===== config.mk =====
export PLATFORM = sky130hd
export DESIGN_NAME = tcsq_ctrl
export DESIGN_NICKNAME = d
export VERILOG_FILES = /design/src/rtl/tcsq_pkg.sv /design/src/rtl/tcsq_ctrl.sv
export SDC_FILE = /design/constraint.sdc
export NUM_CORES = 1
export LEC_CHECK = 0
export BUFFER_PORTS_ARGS = -buffer_cell sky130_fd_sc_hd__buf_2
export CAP_MARGIN = 20
export CORE_UTILIZATION = 45
export DETAILED_ROUTE_END_ITERATION = 12
export PLACE_DENSITY = 0.81
export SLEW_MARGIN = 10
export SYNTH_ARGS = -nofsm -noshare
export SYNTH_HDL_FRONTEND = slang
export SYNTH_SLANG_ARGS = --single-unit

===== constraint.sdc =====
create_clock -name aclk -period 1.6 [get_ports aclk]
set_input_delay 0.16 -clock aclk [delete_from_list [all_inputs] [get_ports aclk]]
set_output_delay 0.16 -clock aclk [all_outputs]
set_load 0.03 [all_outputs]

===== src/rtl/tcsq_pkg.sv =====
`timescale 1ns / 1ps
// Shared types and constants for the threshold component size query block.
// Used by tcsq_ctrl, tcsq_dp and threshold_component_size_query.
package tcsq_pkg;

    localparam logic [1:0] OP_EDGE  = 2'd0;
    localparam logic [1:0] OP_QUERY = 2'd1;
    localparam logic [1:0] OP_RUN   = 2'd2;
    localparam logic [1:0] OP_NONE  = 2'd3;

    // signed width that holds any threshold and any zero-extended weight
    localparam int CW = 34;

    typedef struct packed {
        logic ld_edge;
        logic ld_qry;
        logic clr_tot;
        logic pas_init;
        logic pas_shift;
        logic qi_clr;
        logic qi_inc;
        logic ans_rd;
        logic ans_wr_init;
        logic ans_wr_mark;
        logic step_init;
        logic j_inc;
        logic node_wr_clr;
        logic sel_chk;
        logic thr_ld;
        logic e_inc;
        logic edge_rd;
        logic v_ld_a;
        logic v_ld_b;
        logic v_ld_q;
        logic v_ld_par;
        logic node_rd;
        logic cap_a;
        logic cap_b;
        logic uni1;
        logic uni2;
        logic qry_rd;
        logic cap_ok;
        logic ok_clr;
        logic mark;
        logic out_ld;
    } dp_cmd_t;

    typedef struct packed {
        logic qt_zero;
        logic et_zero;
        logic q_last;
        logic j_last;
        logic e_last;
        logic rank_last;
        logic edge_add;
        logic is_root;
        logic same_root;
        logic target_ok;
        logic ok;
        logic pas_last;
        logic out_done;
    } dp_stat_t;

endpackage


===== src/rtl/tcsq_ctrl.sv =====
`timescale 1ns / 1ps
// Controller state machine: load handling, search passes, answer output.
// Depends on tcsq_pkg.
module tcsq_ctrl (
    input  logic               aclk,
    input  logic               aresetn,
    input  logic               s_valid,
    output logic               s_ready,
    input  logic [1:0]         s_cmd,
    input  tcsq_pkg::dp_stat_t stat,
    output tcsq_pkg::dp_cmd_t  cmd
);

    typedef enum logic [4:0] {
        ST_IDLE, ST_INIT, ST_CLR, ST_SEL_REQ, ST_SEL_CHK, ST_THR,
        ST_EDGE_REQ, ST_EDGE_CHK, ST_FA_REQ, ST_FA_CHK, ST_FB_REQ, ST_FB_CHK,
        ST_UNI1, ST_UNI2, ST_QRY_REQ, ST_QRY_CHK, ST_FQ_REQ, ST_FQ_CHK,
        ST_MARK, ST_OUT_REQ, ST_OUT_LD, ST_OUT_WAIT
    } state_t;

    state_t state_reg, state_next;
    state_t after_edge;

    always_ff @(posedge aclk) begin
        if (!aresetn) begin
            state_reg <= ST_IDLE;
        end else begin
            state_reg <= state_next;
        end
    end

    assign s_ready    = (state_reg == ST_IDLE);
    assign after_edge = stat.e_last ? ST_QRY_REQ : ST_EDGE_REQ;

    always_comb begin
        state_next = state_reg;
        cmd        = '0;
        case (state_reg)
            ST_IDLE: begin
                if (s_valid) begin
                    if (s_cmd == tcsq_pkg::OP_EDGE) begin
                        cmd.ld_edge = 1'b1;
                    end else if (s_cmd == tcsq_pkg::OP_QUERY) begin
                        cmd.ld_qry = 1'b1;
                    end else if (s_cmd == tcsq_pkg::OP_RUN) begin
                        if (stat.qt_zero) begin
                            cmd.clr_tot = 1'b1;
                        end else begin
                            cmd.pas_init = 1'b1;
                            cmd.qi_clr   = 1'b1;
                            state_next   = ST_INIT;
                        end
                    end
                end
            end
            ST_INIT: begin
                cmd.ans_wr_init = 1'b1;
                cmd.qi_inc      = 1'b1;
                if (stat.q_last) begin
                    cmd.step_init = 1'b1;
                    state_next    = ST_CLR;
                end
            end
            ST_CLR: begin
                cmd.node_wr_clr = 1'b1;
                cmd.j_inc       = 1'b1;
                if (stat.j_last) begin
                    cmd.qi_clr = 1'b1;
                    state_next = ST_SEL_REQ;
                end
            end
            ST_SEL_REQ: begin
                cmd.ans_rd = 1'b1;
                state_next = ST_SEL_CHK;
            end
            ST_SEL_CHK: begin
                cmd.sel_chk = 1'b1;
                cmd.qi_inc  = 1'b1;
                state_next  = stat.q_last ? ST_THR : ST_SEL_REQ;
            end
            ST_THR: begin
                cmd.thr_ld = 1'b1;
                state_next = stat.et_zero ? ST_QRY_REQ : ST_EDGE_REQ;
            end
            ST_EDGE_REQ: begin
                cmd.edge_rd = 1'b1;
                state_next  = ST_EDGE_CHK;
            end
            ST_EDGE_CHK: begin
                if (stat.edge_add) begin
                    cmd.v_ld_a = 1'b1;
                    state_next = ST_FA_REQ;
                end else begin
                    cmd.e_inc  = 1'b1;
                    state_next = after_edge;
                end
            end
            ST_FA_REQ: begin
                cmd.node_rd = 1'b1;
                state_next  = ST_FA_CHK;
            end
            ST_FA_CHK: begin
                if (stat.is_root) begin
                    cmd.cap_a  = 1'b1;
                    cmd.v_ld_b = 1'b1;
                    state_next = ST_FB_REQ;
                end else begin
                    cmd.v_ld_par = 1'b1;
                    state_next   = ST_FA_REQ;
                end
            end
            ST_FB_REQ: begin
                cmd.node_rd = 1'b1;
                state_next  = ST_FB_CHK;
            end
            ST_FB_CHK: begin
                if (stat.is_root) begin
                    cmd.cap_b  = 1'b1;
                    state_next = ST_UNI1;
                end else begin
                    cmd.v_ld_par = 1'b1;
                    state_next   = ST_FB_REQ;
                end
            end
            ST_UNI1: begin
                if (stat.same_root) begin
                    cmd.e_inc  = 1'b1;
                    state_next = after_edge;
                end else begin
                    cmd.uni1   = 1'b1;
                    state_next = ST_UNI2;
                end
            end
            ST_UNI2: begin
                cmd.uni2   = 1'b1;
                cmd.e_inc  = 1'b1;
                state_next = after_edge;
            end
            ST_QRY_REQ: begin
                cmd.qry_rd = 1'b1;
                state_next = ST_QRY_CHK;
            end
            ST_QRY_CHK: begin
                if (stat.target_ok) begin
                    cmd.v_ld_q = 1'b1;
                    state_next = ST_FQ_REQ;
                end else begin
                    cmd.ok_clr = 1'b1;
                    state_next = ST_MARK;
                end
            end
            ST_FQ_REQ: begin
                cmd.node_rd = 1'b1;
                state_next  = ST_FQ_CHK;
            end
            ST_FQ_CHK: begin
                if (stat.is_root) begin
                    cmd.cap_ok = 1'b1;
                    state_next = ST_MARK;
                end else begin
                    cmd.v_ld_par = 1'b1;
                    state_next   = ST_FQ_REQ;
                end
            end
            ST_MARK: begin
                cmd.mark        = 1'b1;
                cmd.ans_wr_mark = stat.ok;
                cmd.qi_clr      = 1'b1;
                if (!stat.rank_last) begin
                    state_next = ST_SEL_REQ;
                end else if (stat.pas_last) begin
                    state_next = ST_OUT_REQ;
                end else begin
                    cmd.pas_shift = 1'b1;
                    cmd.step_init = 1'b1;
                    state_next    = ST_CLR;
                end
            end
            ST_OUT_REQ: begin
                cmd.ans_rd = 1'b1;
                state_next = ST_OUT_LD;
            end
            ST_OUT_LD: begin
                cmd.out_ld = 1'b1;
                state_next = ST_OUT_WAIT;
            end
            ST_OUT_WAIT: begin
                if (stat.out_done) begin
                    if (stat.q_last) begin
                        cmd.clr_tot = 1'b1;
                        state_next  = ST_IDLE;
                    end else begin
                        cmd.qi_inc = 1'b1;
                        state_next = ST_OUT_REQ;
                    end
                end
            end
            default: begin
                state_next = ST_IDLE;
            end
        endcase
    end

endmodule


==> impl_results.md <==
- Status: complete, but fails checks
- Failing checks: setup timing
- Hold Path Depth: 2
- DRC Markers: 0
- Max IR drop VDD: 0.991 mV
- Post-synth EDFFs: 0
- Async S/R FF share, synth: 0
- Final estimated routing congestion in global placement: 0.938
- Final count of hold timing violations: 0
- Clock latency at the later pin of the worst-skew pair: about 0.27 ns
- Detailed router's first-iteration violation count: 199
- FILL cells: 78
- Post-DP HPWL: 2820 µm
- Final worst path period share: 1.15
- Worst-path cell chain: buf_4 > nor3b_4 > nand3_1 > o31ai_2 > buf_4
- Largest net degree at the start of global routing: 16
- Synth Flop Type: dfxtp_1
- ANT nets after route: 0
- Initial antenna violation count: 0
- Max reg flops: 5
- Total power: approximately 1.8 mW
- Minimum clock period: 1.84 ns
- Worst setup EP type: output pin
- Synth unique cells: between 50 and 60
- Total vias in the final route: around 1,800
- CTS Hold Bufs: 0
- Starting density of the core: 0.477
- Die area: 2520 µm²
- Final setup fails: 26
- Crit path DAT: 1.68 ns
- Reg2reg end: state_reg[1]$_SDFFE_PN0P_
- Nets: 247
- Syn nets: 170
- Delay-heaviest family, CP: simple AND/OR/NAND/NOR gates
- Synthesis warning total: 0
- Worst Tran Pin Value: about 0.42 ns
- N_diodes: 0
- Clock Tree Buf Depth: 2
- Layout cell share with drive strength beyond 1: 0.636
- Core Util, Final: 0.929
- First-pass GRT wire length: 7060 µm
- Setup tns final: -2.47 ns
- Sequential area share after synthesis: 0.0957
- R2R depth: 6
- Slew Limit Fails: 0
- Worst R2R Setup Slack: -0.21 ns
- Yosys reg bits: 5
- WL/cell: 24.0 µm
- Drt pass-1 iters: 8
- HP Class: input pin to flop
- Total grt overflow: 0
- Port bufs: 49
- CP Buf/Inv Count: 2
- Pwr dens: 870 nW/µm²
- Reg clk slew, reported paths: 0.06 ns
- TritonCTS clock tree: done
- Fmax: 0.544 GHz
- DIE HEIGHT: 50.2 µm
- CTS buffer count: 3
- Slowest-stage cell, CP: dfxtp_4
- Crit path to: cmd[28]
- Max cap viols: 0
- Syn Inst Count: 152
- Clk root buf: clkbuf_4
- CP Launch Point: state_reg[3]$_SDFFE_PN0P_
- Cell count along the critical path: 5
- Die X: 50.2 µm
- Post-synthesis instance area: between 1000 and 1500 µm²
- Leakage: approximately 0.9 nW
- H-tree depth: 1
- # rows: 17
- Area leader, netlist: dfxtp_1
- Max_slew headroom: 0.716
- Avg Cell Area, Syn: roughly 6.9 µm²
- CTS Sinks: 5
- Reg-to-reg startpoint: state_reg[2]$_SDFFE_PN0P_
- Layout area overhead: 94.6%
- Most frequent cells in the layout: buf_4 (35), buf_2 (24), buf_6 (23)
- Post-synth top area share: 0.0957
- Crit-path max cell delay: around 0.4 ns
- RSZ-0062 raised after global routing: yes
- Critical path type: flop to output pin
- CP Launch Type: flop
- Total GRT Usage: 0.372
- Commonest non-fill, non-tap cell in the layout: buf_4
- WP data required: 1.44 ns
- Via density: just over 7
- Overall routed net length: 6150 µm
- Vias in the first global route: 1,479
- Core Area: between 2000 and 2500 µm²
- Hold_ws: 0.198 ns
- # IOs: 50
- Crit path top cell by count: buf_4
- Synth area leaders: dfxtp_1 (9.6%), nor2_1 (6.8%), nand2b_1 (6.0%)
- Clk_skew: approximately 0.014 ns
- Final Worst Setup Slack: -0.238 ns
- Worst-path maximum fanout: 8
## worst reg2reg max path, cell delays in order (launching register included)
cell and delay [ns]:
dfxtp_4 0.37, buf_4 0.15, buf_6 0.13, or4bb_1 0.52, a21oi_2 0.16, a221oi_1 0.06
a32oi_1 0.32
## per-stage QoR
step	std cells	area [µm²]	setup slack [ns]
3_3_place_gp	240	1560	-0.0159
2_1_floorplan	152	1170	-0.250
3_5_place_dp	240	1560	0.00319
5_1_grt	256	2040	-0.231
4_1_cts	249	1840	-0.129
6_report	256	2040	-0.238
## synth_stat cells, types with 2 or more instances
cell	instances
inv_1	6
a21o_1	2
nor2b_1	2
o22ai_1	2
nand3_1	7
nand3b_1	3
nor3_2	2
a41oi_2	2
buf_4	5
buf_2	9
or3b_1	3
nand2_1	10
nand4_1	2
a22oi_1	2
a21oi_1	8
nand2b_1	10
o21ai_0	5
buf_6	2
dfxtp_1	5
nor3b_1	4
nor3_1	10
nor2_1	19
## how the worst min path moves through the flow
stage / from / endpoint / slack (ns)
CTS: aresetn / state_reg[3]$_SDFFE_PN0P_ / 0.17
global placement: aresetn / state_reg[0]$_SDFFE_PN0P_ / 0.45
floorplan: aresetn / state_reg[0]$_SDFFE_PN0P_ / 0.29
detailed placement: aresetn / state_reg[3]$_SDFFE_PN0P_ / 0.45
global route: aresetn / state_reg[3]$_SDFFE_PN0P_ / 0.20
finish: aresetn / state_reg[3]$_SDFFE_PN0P_ / 0.20
## logic make-up (layout without fill, tap and decap cells)
family / Yosys count / count (layout) / synth area share
multiplexers: 1 / 1 / 0.00957
flip-flops: 5 / 5 / 0.0957
AO/OA/AOI/OAI: 37 / 37 / 0.275
AND/OR/NAND/NOR: 87 / 87 / 0.498
buffers and inverters: 22 / 98 / 0.122
## layout make-up
type	count	area, µm²	share of cell area
clock buffers	4	26.3	0.0129
inverters	6	22.5	0.0111
multi-input cells	125	1110	0.545
flip-flops and latches	5	119	0.0584
well taps	28	35.0	0.0172
repair buffers	88	724	0.356
## repair_timing
item / CTS / global route
setup buffers: 5 / 7
endpoints found under the setup margin: 30 / 33
pin swaps: 7 / 11
gates resized for setup: 68 / 34
## power by group
group / total [mW] / internal [mW] / switching (mW)
logic: 1.40 / 0.559 / 0.838
clock network: 0.170 / 0.0958 / 0.0742
registers: 0.205 / 0.150 / 0.0552
total: 1.77 / 0.804 / 0.968
## per-layer routing
layer / up-vias / part of all wire / track usage
met5: - / 0 / 0
met4: 0 / 0.097 / 0.205
met3: 80 / 0.13 / 0.0515
met2: 218 / 0.45 / 0.653
met1: 841 / 0.33 / 0.427
li1: 710 / - / -
No activity file was read; power rests on OpenSTA's default activity.
